--- src/hw/rtl/insr_pkg.sv ---
// Package for the insertion sorter: data width, store depth, the cell
// state struct and the operation codes that the top level sends to every cell.
// No dependencies.
package insr_pkg;

  // Width of one sorted value and number of cells in the chain (2 to 64).
  localparam int unsigned WIDTH = 32;
  localparam int unsigned DEPTH = 64;

  // What every cell does in a given cycle.
  typedef enum logic [1:0] {
    OP_HOLD   = 2'd0,
    OP_INSERT = 2'd1,
    OP_SHIFT  = 2'd2
  } op_e;

  // State a cell shows to its neighbors.
  typedef struct packed {
    logic                    valid;
    logic                    gt;
    logic signed [WIDTH-1:0] value;
  } cell_t;

endpackage

--- src/hw/rtl/insr_cell.sv ---
// One compare-and-shift cell of the insertion sorter chain.
// Depends on insr_pkg for the cell struct and the operation codes.
module insr_cell (
  input  logic                             clk_i,
  input  logic                             rst_ni,
  input  insr_pkg::op_e                    op_i,
  input  logic signed [insr_pkg::WIDTH-1:0] new_value_i,
  input  insr_pkg::cell_t                  left_i,
  input  insr_pkg::cell_t                  right_i,
  output insr_pkg::cell_t                  cell_o
);
  import insr_pkg::*;

  logic                    valid_q, valid_d;
  logic signed [WIDTH-1:0] value_q, value_d;
  logic                    gt;

  // A held value strictly greater than the new one moves up; equal values stay.
  assign gt = valid_q && (value_q > new_value_i);

  // Next state: insert takes the lower neighbor or the new value, drain takes the upper.
  always_comb begin
    valid_d = valid_q;
    value_d = value_q;
    unique case (op_i)
      OP_INSERT: begin
        if (left_i.gt) begin
          valid_d = 1'b1;
          value_d = left_i.value;
        end else if (gt || (!valid_q && left_i.valid)) begin
          valid_d = 1'b1;
          value_d = new_value_i;
        end
      end
      OP_SHIFT: begin
        valid_d = right_i.valid;
        value_d = right_i.value;
      end
      default: begin
        valid_d = valid_q;
        value_d = value_q;
      end
    endcase
  end

  // Occupancy flag.
  always_ff @(posedge clk_i or negedge rst_ni) begin
    if (!rst_ni) begin
      valid_q <= 1'b0;
    end else begin
      valid_q <= valid_d;
    end
  end

  // Stored value.
  always_ff @(posedge clk_i) begin
    value_q <= value_d;
  end

  assign cell_o = '{valid: valid_q, gt: gt, value: value_q};

endmodule

--- config.mk ---
export PLATFORM = sky130hd
export DESIGN_NAME = insr_cell
export DESIGN_NICKNAME = d
export VERILOG_FILES = /design/src/hw/rtl/insr_pkg.sv /design/src/hw/rtl/insr_cell.sv
export SDC_FILE = /design/constraint.sdc
export NUM_CORES = 1
export LEC_CHECK = 0
export BUFFER_PORTS_ARGS = -buffer_cell sky130_fd_sc_hd__buf_2
export CAP_MARGIN = 40
export CORE_UTILIZATION = 45
export CTS_CLUSTER_SIZE = 28
export DETAILED_ROUTE_END_ITERATION = 16
export GPL_TIMING_DRIVEN = 0
export PLACE_DENSITY = 0.81
export SYNTH_ARGS = -nofsm -noshare
export SYNTH_HDL_FRONTEND = slang
export SYNTH_SLANG_ARGS = --single-unit
--- constraint.sdc ---
create_clock -name clk_i -period 7.8 [get_ports clk_i]
set_clock_uncertainty 0.2 [all_clocks]
set_input_delay 1.17 -clock clk_i [delete_from_list [all_inputs] [get_ports clk_i]]
set_output_delay 1.17 -clock clk_i [all_outputs]
set_load 0.02 [all_outputs]
## Yosys cells after proc, flatten, opt, wreduce, memory -nomap -nowiden

Cells that the tools add are included.

- Register bits: 33
- Logic and storage cells: 18

- Magnitude comparators: 1
- Eq/ne operators: 3
- Multiplexer cells: 6
- Reduce and logical (&&, ||, !) cells: 6

Operators by type and width:

| cell | count |
|---|---|
| $mux 32 | 2 |
| $pmux 32 s2 | 1 |
| $gt 32x32->1 | 1 |
| $ne 3x3->1 const B | 1 |
| $eq 2x1->1 const B | 1 |
| $eq 2x2->1 const B | 1 |
| $logic_and 1x1->1 | 2 |
| $mux 1 | 2 |
| $pmux 1 s2 | 1 |
| $reduce_and 2->1 | 1 |
| $reduce_bool 2->1 | 1 |
| $logic_not 1->1 | 1 |
| $logic_or 1x1->1 | 1 |

## Longest topological paths before layout

Gate-level depths: netlist (run 1).

- Depth after elaboration: 6
- Gate-level depth with buffers: 10

## Least setup slack after synthesis (run 1)

Ideal clock, no wire load.

- Path kind: input to register
- Start: input port new_value_i[10] (netlist name)
- End: register value_q[0], enable pin
- Setup time: 470 ps
- Data arrival time: 5066 ps
- Data required time: 7130 ps
- Setup slack: 2064 ps
- Stages: 8
- Buffers on the path: 0
- Cells stage by stage: inv_1 > ha_1 > and4_1 > or4b_1 > o221a_1 > o21ai_2 > xor2_1 > o31ai_1

- Word-level cells in the longest chain between the ends: 5

Ends and longest elaborated chain:

| item | RTL line | text |
|---|---|---|
| from (decl) | insr_cell.sv:7 | `input logic signed [insr_pkg::WIDTH-1:0] new_value_i,` |
| $gt 32x32->1 | insr_cell.sv:19 | `assign gt = valid_q && (value_q > new_value_i);` |
| $logic_and 1x1->1 | insr_cell.sv:19 |  |
| $logic_or 1x1->1 | insr_cell.sv:30 | `end else if (gt \|\| (!valid_q && left_i.valid)) begin` |
| $ne 3x3->1 (no line) | - |  |
| $reduce_and 2->1 (no line) | - |  |
| to (signal assigned) | insr_cell.sv:57 | `value_q <= value_d;` |
| to (decl) | insr_cell.sv:15 | `logic signed [WIDTH-1:0] value_q, value_d;` |

Every way passes these cells.
A chain may end at the register's enable or synchronous reset.

## Worst setup path after layout (run 1)

- Start: input port new_value_i[11] (netlist name)
- End: output port cell_o[32] (netlist name)

- Word-level cells in the longest chain between the ends: 2

Ends and longest elaborated chain:

| item | RTL line | text |
|---|---|---|
| $gt 32x32->1 | insr_cell.sv:19 |  |
| $logic_and 1x1->1 | insr_cell.sv:19 |  |
| to (decl) | insr_cell.sv:10 | `output insr_pkg::cell_t cell_o` |

Every way passes these cells.

==> out/summary.txt, run 1 <==
Outcome: finished clean
Post-Syn Instances: 267
Static Leakage: 0.00177 uW
Psw: 178 uW
Diodes inserted: 0
Htree depth: 2
Crit path arrival time: 3.40 ns
Clock share of power: 0.227
Setup Viol. Count Final: 0
Synth cell types: 32
Top-level port count: 138
Share of cells above drive strength 1: 0.370
Initial drt markers: 94
Clk buf depth: 2
Pint: 359 uW
Setup TNS: 0 ns
Fmax: 0.210 GHz
RSZ-0062 raised after global routing: false
Synth Register Bits: 33
Total congestion overflow: 0
Tmin final: 4.77 ns
Crit path capture type: output pin
Crit Path Class: in2out
Syn_nets: 403
CTS buffer count: 5
Critical Path RT: 6.43 ns
Register area: 986 sq um
Antenna Nets Post-Route: 0
Initial Util: 0.481
Syn-to-layout area delta: 34.5%
Routed Wire Length: 6480 microns
Seq/Total Area, Yosys: 0.389
Syn_area_per_cell: 9.48 sq um
Slew at the pin closest to its max-slew limit: 0.859 ns
Maxcap violations: 0
Final net count: 546
Initial antenna violation count: 0
Drt first pass iters: 4
Max_slew headroom: 0.427
DP HPWL: 5200 microns
Mean routed wirelength per cell: 13.5 microns
Largest net degree at the start of global routing: 19
Worst hold path type: reg2reg
Global Route Usage Sum: 0.230
Die Ht: 77.0 microns
Dominant synthesized flop cell: edfxtp_1
Fin crit share: 0.612
Sequential Power Share: 0.433
Worst-path clk slew: 0.07 ns
Comb pwr share: 0.339
Critical path fanouts, max: 2
Vias per inst: 5.11
Worst skew pair latency: 0.28 ns
Setup Buffers After CTS: 0
Final Total Pwr: 537 uW
Vias in the first global route: 2440
Final-report hold violation count: 0
Critical path launch point type: input port
Core area: 0.00527 sq mm
Yosys warns: 0
Sw Share: 0.331
CTS resizes: 0
DR DRC count: 0
Row cnt: 26
First-pass GRT wire length: 10900 microns
Post-synth ARST share: 0.0303
Max-slew violation count: 0
Placer Congestion: 0.821
CTS tree: done
Footprint of the multi-input gates: 0.00137 sq mm
Mapped Area: 0.00253 sq mm
Most frequent cells in the layout: 138 x buf_2, 42 x nand2_1, 35 x o21ai_0, 34 x inv_1
Chip width: 77.0 microns
PD cells: 158 mW/mm^2
Full die area: 0.00593 sq mm
# fillers: 445
Port-buffer cells: 135
Peak supply drop: 134 uV
Most common cell after layout, fill and taps aside: buf_2
Post-synth EDFFs: 32
Hold buffer count at CTS: 0
Clk sink count: 33
Overall via count from detail_route: 2459
Root Buffer: clkbuf_8
[power by group through the flow]
stage | registers [uW] | logic, uW | clock network (uW)
5_1_grt | 235 | 205 | 130
2_1_floorplan | 260 | 85.8 | 0
4_1_cts | 233 | 185 | 126
3_3_place_gp | 238 | 174 | 0
3_5_place_dp | 237 | 183 | 0
6_report | 233 | 182 | 122
[path summary, 6_finish.rpt]
check / cells past startpoint / endpoint / slack (ns) / from
worst min-delay path: 1 / valid_q / 0.37 / valid_q
worst max register to register: 8 / value_q[17] / 4.26 / value_q[10]
worst max-delay path: 11 / cell_o[32] / 3.03 / new_value_i[11]
worst min register to register: 1 / valid_q / 0.37 / valid_q
min in group asynchronous: 1 / valid_q / 0.46 / rst_ni
max in group asynchronous: 1 / valid_q / 6.86 / rst_ni
[registers in the layout, summed over array words and instances (netlist names)]
| signal | cells |
|---|---|
| value_q | 32 |
| valid_q | 1 |
[routing by layer]
layer | up-vias | wire [microns] | GRT usage
li1 | 1231 | - | -
met1 | 1121 | 2780 | 0.282
met2 | 105 | 3220 | 0.406
met3 | 2 | 448 | 0.0583
met4 | 0 | 29 | 0.0491
met5 | - | 0 | 0
[critical path, cell delays in order]
cell and delay (ns):
buf_2 0.10, inv_1 0.04, ha_1 0.28, and4_1 0.20, or4b_1 0.48, o221a_1 0.31
o21ai_2 0.13, xor2_1 0.29, nor2_1 0.07, buf_4 0.16, buf_2 0.15
[metrics by stage]
stage | cell area (sq um) | utilization | worst slack (ns) | std cells | hold slack [ns]
floorplan | 2530 | - | 2.06 | 267 | 0.328
global placement | 3300 | 0.625 | 0.827 | 472 | 0.360
detailed placement | 3320 | 0.631 | 3.02 | 473 | 0.363
CTS | 3410 | 0.646 | 3.01 | 481 | 0.379
global route | 3410 | 0.646 | 2.92 | 481 | 0.426
finish | 3410 | 0.646 | 3.03 | 481 | 0.370
[synthesized netlist by cell type (2+ instances only)]
library cell | count | area [sq um]
a21o_1 | 2 | 15.0
clkbuf_1 | 7 | 26.3
inv_1 | 34 | 128
nand4_1 | 3 | 18.8
nand3_1 | 5 | 25.0
mux2i_1 | 32 | 320
buf_2 | 3 | 15.0
a221o_1 | 2 | 20.0
edfxtp_1 | 32 | 961
ha_1 | 32 | 400
o21ai_0 | 35 | 175
a21oi_1 | 15 | 75.1
buf_4 | 2 | 15.0
nor2_1 | 4 | 15.0
nand2_1 | 42 | 158
[final cells by class]
type,count,area share
timing repair buffer,136,0.203
buffer,13,0.0198
inverter,34,0.0375
sequential,33,0.289
multi-input combinational,187,0.401
tap,70,0.0257
clock buffer,5,0.0202
clock inverter,3,0.00367
[logic make-up (layout without fill, tap and decap cells)]
family                     Yosys count  after routing  synth area share
adders and majority gates           32             32             0.158
xor gates and xnor gates             1              1           0.00346
muxes                               32             32             0.126
AOI/OAI and AO/OA                   61             61             0.136
buffers and inverters               47            191            0.0771
DFF                                 33             33             0.389
and+or+nand+nor                     61             61             0.109
No activity file was read; power rests on OpenSTA's default activity.
==> run 2: changes to the inputs <==
--- a/config.mk
+++ b/config.mk
@@ -7,11 +7,11 @@
 export LEC_CHECK = 0
 export BUFFER_PORTS_ARGS = -buffer_cell sky130_fd_sc_hd__buf_2
 export CAP_MARGIN = 40
-export CORE_UTILIZATION = 45
+export CORE_UTILIZATION = 41
 export CTS_CLUSTER_SIZE = 28
 export DETAILED_ROUTE_END_ITERATION = 16
 export GPL_TIMING_DRIVEN = 0
-export PLACE_DENSITY = 0.81
+export PLACE_DENSITY = 0.77
 export SYNTH_ARGS = -nofsm -noshare
 export SYNTH_HDL_FRONTEND = slang
 export SYNTH_SLANG_ARGS = --single-unit
==> constraint.sdc (replaced) <==
create_clock -name clk_i -period 4.2 [get_ports clk_i]
set_clock_uncertainty 0.2 [all_clocks]
set_input_delay 0.63 -clock clk_i [delete_from_list [all_inputs] [get_ports clk_i]]
set_output_delay 0.63 -clock clk_i [all_outputs]
set_load 0.02 [all_outputs]
==> run 2 against run 1 <==
  * Critical path depth fell by 1
  * Die area rose by 9.5%
  * Core utilization fell by 7.0 points
  * Register-to-register slack got worse by 3.6 ns
  * Worst hold slack improved by 0.017 ns
  * Clock power rose by 100%
  * Setup slack got worse by 2.6 ns
  * Total power rose by 90%
  * Final area rose by 0.73%
  * Critical path type unchanged
  * Sequential power rose by 85%
==> out/summary.txt, run 2 (synthesis gave the netlist of run 1 again) <==
Most common cell after layout, fill and taps aside: buf_2
Routed Wire Length: 6880 microns (+6.3%)
Worst skew pair latency: 0.28 ns (about the same)
Reg2reg setup slack: 0.67 ns (-3.59 ns)
Hold Crit Start: right_i[33]
Vias in the first global route: 2457 (+0.70%)
Footprint of the multi-input gates: 0.00137 sq mm (unchanged)
CTS buffer count: 5 (unchanged)
Hold path depth: 2 (+1)
Placer Congestion: 0.822 (about the same)
Clk buf depth: 2 (unchanged)
Outcome: finished clean
RR Startpoint: value_q[10]
Maxcap violations: 0 (unchanged)
Worst R2R End: value_q[26]
Overall via count from detail_route: 2495 (+1.5%)
CTS tree: done
Initial drt markers: 56 (-40%)
Most common cell on crit path: buf_2
Post-Place Cells: 478 (+1.1%)
Crit path capture type: output pin
Crit Path Class: in2out
Worst hold margin: 0.387 ns (+0.0166 ns)
Critical Path RT: 3.37 ns (-3.06 ns)
Largest stage delay on the critical path: 0.66 ns (+0.18 ns)
Clk sink count: 33 (unchanged)
Root Buffer: clkbuf_8
Largest register by flop count: value_q
Largest net degree at the start of global routing: 18 (-1)
Crit path arrival time: 2.93 ns (-0.47 ns)
Register area: 986 sq um (unchanged)
Fin crit share: 0.894
Mean routed wirelength per cell: 14.1 microns (+5.0%)
Reg2reg path depth: 8 (unchanged)
DP HPWL: 5660 microns (+8.9%)
Hold Crit Endpoint: valid_q
Peak supply drop: 157 uV (+17%)
Worst-path clk slew: 0.07 ns (about the same)
Crit-path slowest cell: o41ai_1
First-pass GRT wire length: 10900 microns (+0.25%)
Vias per inst: 5.12 (+0.21%)
Most frequent cells in the layout: 138 x buf_2, 42 x nand2_1, 35 x o21ai_0, 34 x inv_1
Htree depth: 2 (unchanged)
Setup slack at placement: 0.298 ns (-2.73 ns)
Final net count: 547 (+0.18%)
Fmax: 0.266 GHz
Sequence of cells on the critical path: buf_2 -> inv_1 -> ha_1 -> nand4_1 -> nor3_1 -> nand2_1 -> o41ai_1 -> nor2_1 -> buf_4 -> buf_2
Port-buffer cells: 135 (unchanged)
Slew at the pin closest to its max-slew limit: 0.901 ns (+0.0414 ns)
Max_slew headroom: 0.399 (-0.0276)
Setup Viol. Count Final: 0 (unchanged)
DR DRC count: 0 (unchanged)
Cell family contributing the most delay on the critical path: simple AND/OR/NAND/NOR gates
Setup TNS: 0 ns (unchanged)
Initial Util: 0.425 (-0.0553)
Diodes inserted: 0 (unchanged)
Tmin final: 3.76 ns
Final-report hold violation count: 0 (unchanged)
Critical path launch point type: input port
Largest regs: value_q (32), valid_q (1)
Drt first pass iters: 4 (unchanged)
Chip width: 80.6 microns (+4.6%)
Top-level port count: 138 (unchanged)
Max-slew violation count: 0 (unchanged)
Core area: 0.00596 sq mm (+13%)
Die Ht: 80.6 microns (+4.6%)
Worst hold path type: in2reg
Fin cells: 487 (+1.2%)
Global Route Usage Sum: 0.227 (-0.00308)
Full die area: 0.00649 sq mm (+9.5%)
Final worst slack: 0.444 ns (-2.59 ns)
Total congestion overflow: 0 (unchanged)
Syn-to-layout area delta: 35.5%
Antenna Nets Post-Route: 0 (unchanged)
Buf/Inv on CP: 4 (unchanged)
Row cnt: 28 (+7.7%)
Largest register FFs: 32 (unchanged)
PD cells: 298 mW/mm^2 (+89%)
Static Leakage: 0.00178 uW (+0.38%)
# fillers: 555 (+25%)
Critical path fanouts, max: 3 (+1)
Initial antenna violation count: 0 (unchanged)
RSZ-0062 raised after global routing: false
Share of cells above drive strength 1: 0.369 (-0.000898)
==> run 2: final cells by class <==
cell class                      count  share of cell area
Tap cell                           75              0.0274
Inverter                           34              0.0372
Sequential cell                    33               0.287
Clock buffer                        8              0.0263
Timing Repair Buffer              137               0.204
Buffer                             13              0.0197
Multi-Input combinational cell    187               0.398
==> run 2: repair_timing <==
item	4_1_cts	5_1_grt
hold buffers	1	0
resized for setup	0	0
buffers inserted	0	0
endpoints found under the hold margin	1	0
==> run 2: how the worst max path moves through the flow <==
stage / endpoint / cells past startpoint / from
2_1_floorplan: value_q[0] / 8 / new_value_i[10]
3_3_place_gp: value_q[13] / 9 / new_value_i[10]
3_5_place_dp: value_q[14] / 10 / new_value_i[10]
4_1_cts: cell_o[32] / 10 / new_value_i[31]
5_1_grt: cell_o[32] / 10 / new_value_i[31]
6_report: cell_o[32] / 10 / new_value_i[31]
==> run 2: per-layer routing <==
metal | track usage | vias up | share of wire
met1 | 0.243 | 1141 | 0.39
met2 | 0.429 | 111 | 0.51
met4 | 0.0679 | 0 | 0.0092
li1 | - | 1237 | -
met3 | 0.0625 | 6 | 0.087
met5 | 0 | - | 0
==> run 2: through the flow <==
step	cell area [sq um]	total power [uW]	util
6_report	3430	1020	0.576
5_1_grt	3430	1090	0.576
4_1_cts	3430	1040	0.576
3_5_place_dp	3330	785	0.559
3_3_place_gp	3320	768	0.557
2_1_floorplan	2550	645	-
==> run 2: where the power goes <==
group	internal [uW]	switching, uW
Sequential	412	19.7
Clock	134	113
Combinational	145	198
==> run 3: changes to the inputs <==
--- a/config.mk
+++ b/config.mk
@@ -11,7 +11,7 @@
 export CTS_CLUSTER_SIZE = 28
 export DETAILED_ROUTE_END_ITERATION = 16
 export GPL_TIMING_DRIVEN = 0
-export PLACE_DENSITY = 0.77
+export PLACE_DENSITY = 0.85
 export SYNTH_ARGS = -nofsm -noshare
 export SYNTH_HDL_FRONTEND = slang
 export SYNTH_SLANG_ARGS = --single-unit
==> run 3 against run 2 <==
  * Combinational power increased by 3%
  * Final area is 0.40% higher
  * Maximum frequency is 0.14% lower
  * Highest routed layer unchanged
==> out/summary.txt, run 3 (synthesis gave the netlist of run 1 again) <==
PD cells: 292 mW/mm^2 (-2.1%)
Most common cell after layout, fill and taps aside: buf_2
Setup Viol. Count Final: 0 (unchanged)
Sequential Power Share: 0.430 (+0.008)
Psw: 329 uW (-0.61%)
Die Ht: 80.6 microns (unchanged)
Tmin final: 3.76 ns (+0.00535 ns)
Setup slack at placement: 0.231 ns (-0.0671 ns)
Share of cells above drive strength 1: 0.369 (unchanged)
RSZ-0062 raised after global routing: false
Worst hold margin: 0.376 ns (-0.0110 ns)
Setup Buffers After CTS: 0 (unchanged)
Max-slew violation count: 0 (unchanged)
Clk buf depth: 2 (unchanged)
Fin cells: 487 (unchanged)
Syn-to-layout area delta: 36.0%
Crit path arrival time: 2.93 ns (about the same)
Largest regs: value_q (32), valid_q (1)
Critical path launch point type: input port
CTS tree: done
CTS resizes: 0 (unchanged)
Most frequent cells in the layout: 138 x buf_2, 42 x nand2_1, 35 x o21ai_0, 34 x inv_1
Antenna Nets Post-Route: 0 (unchanged)
Top-level port count: 138 (unchanged)
Worst skew pair latency: 0.27 ns (about the same)
Chip width: 80.6 microns (unchanged)
Clock share of power: 0.220 (-0.022)
Crit Path Class: in2out
Register area: 986 sq um (unchanged)
Htree depth: 2 (unchanged)
Port-buffer cells: 135 (unchanged)
Largest register FFs: 32 (unchanged)
Peak supply drop: 158 uV (+0.73%)
Root Buffer: clkbuf_8
Initial Util: 0.425 (unchanged)
Post-Place Cells: 478 (unchanged)
Mean routed wirelength per cell: 13.7 microns (-2.8%)
Critical path fanouts, max: 3 (unchanged)
Global Route Usage Sum: 0.212 (-0.0159)
Fmax: 0.266 GHz (-0.14%)
Initial drt markers: 96 (+71%)
Pint: 675 uW (-2.2%)
Full die area: 0.00649 sq mm (unchanged)
Static Leakage: 0.00178 uW (+0.32%)
Drt first pass iters: 4 (unchanged)
Largest net degree at the start of global routing: 18 (unchanged)
Core area: 0.00596 sq mm (unchanged)
Final-report hold violation count: 0 (unchanged)
Outcome: finished clean
CTS buffer count: 5 (unchanged)
Area post-placement: 0.00334 sq mm (+0.38%)
Slew at the pin closest to its max-slew limit: 0.710 ns (-0.191 ns)
Worst hold path type: reg2reg
# fillers: 554 (-0.18%)
Crit path capture type: output pin
Max_slew headroom: 0.521 (+0.121)
Vias in the first global route: 2319 (-5.6%)
Comb pwr share: 0.350 (+0.014)
First-pass GRT wire length: 10400 microns (-4.6%)
DR DRC count: 0 (unchanged)
Diodes inserted: 0 (unchanged)
Setup TNS: 0 ns (unchanged)
Maxcap violations: 0 (unchanged)
Vias per inst: 5.03 (-1.8%)
Finished Cell Area: 0.00344 sq mm (+0.40%)
Clk sink count: 33 (unchanged)
Total congestion overflow: 0 (unchanged)
Worst-path clk slew: 0.06 ns (about the same)
Overall via count from detail_route: 2450 (-1.8%)
Sw Share: 0.328 (+0.00361)
Initial antenna violation count: 0 (unchanged)
Largest register by flop count: value_q
Footprint of the multi-input gates: 0.00137 sq mm (unchanged)
Critical Path RT: 3.37 ns (about the same)
Final net count: 548 (+0.18%)
Routed Wire Length: 6690 microns (-2.8%)
Placer Congestion: 0.719 (-13%)
DP HPWL: 5480 microns (-3.2%)
Final worst slack: 0.439 ns (-0.00535 ns)
Row cnt: 28 (unchanged)
Fin crit share: 0.896 (+0.00127)
==> run 3: cell count changes in the layout (fill, tap and decap cells not counted) <==
cell / previous run / this run
clkbuf_1: 9 / 8
clkinv_1: 0 / 1
buf_16: 0 / 1
clkbuf_8: 6 / 5
==> run 3: cell type report <==
| class | instances | area share |
|---|---|---|
| Multi-Input combinational cell | 187 | 0.396 |
| Sequential cell | 33 | 0.286 |
| Timing Repair Buffer | 138 | 0.211 |
| Inverter | 34 | 0.0371 |
| Tap cell | 75 | 0.0272 |
| Clock buffer | 6 | 0.0211 |
| Buffer | 13 | 0.0196 |
| Clock inverter | 1 | 0.00109 |
==> run 3: worst paths after layout <==
path	startpoint	endpoint	slack [ns]	cells after the start
worst max-delay path	new_value_i[10]	cell_o[32]	0.44	11
worst min-delay path	valid_q	valid_q	0.38	1
worst max register to register	value_q[10]	value_q[16]	1.09	8
worst min register to register	valid_q	valid_q	0.38	1
max in group asynchronous	rst_ni	valid_q	3.24	2
min in group asynchronous	rst_ni	valid_q	0.47	2
==> run 3: per-layer routing <==
layer / global-route usage / share of wire / vias to the layer above
met1: 0.253 / 0.43 / 1114
met5: 0 / 0 / -
met4: 0.0589 / 0.0087 / 0
li1: - / - / 1234
met3: 0.0261 / 0.055 / 6
met2: 0.392 / 0.50 / 96
==> run 3: through the flow <==
stage / power (uW) / utilization
6_report: 1000 / 0.578
5_1_grt: 1070 / 0.578
4_1_cts: 1010 / 0.576
3_5_place_dp: 788 / 0.561
3_3_place_gp: 766 / 0.557
2_1_floorplan: 645 / -
==> run 3: worst max-delay path: stages <==
cell and delay, ns:
buf_2 0.09, inv_1 0.04, ha_1 0.30, and4_1 0.21, or4b_1 0.50, o221a_1 0.32
o21ai_2 0.13, xor2_1 0.33, nor2_1 0.08, buf_4 0.15, buf_2 0.15
==> run 3: timing repair <==
| item | in CTS | in global routing |
|---|---|---|
| hold endpoints to repair | 1 | 0 |
| endpoints found under the setup margin | 0 | 0 |
| hold buffers | 1 | 0 |
==> run 3: power by group through the flow <==
| stage | Sequential [uW] | Combinational [uW] | Clock (uW) |
|---|---|---|---|
| detailed placement | 440 | 348 | 0 |
| global route | 437 | 391 | 243 |
| finish | 432 | 352 | 221 |
| CTS | 433 | 351 | 227 |
| global placement | 438 | 328 | 0 |
| floorplan | 481 | 163 | 0 |
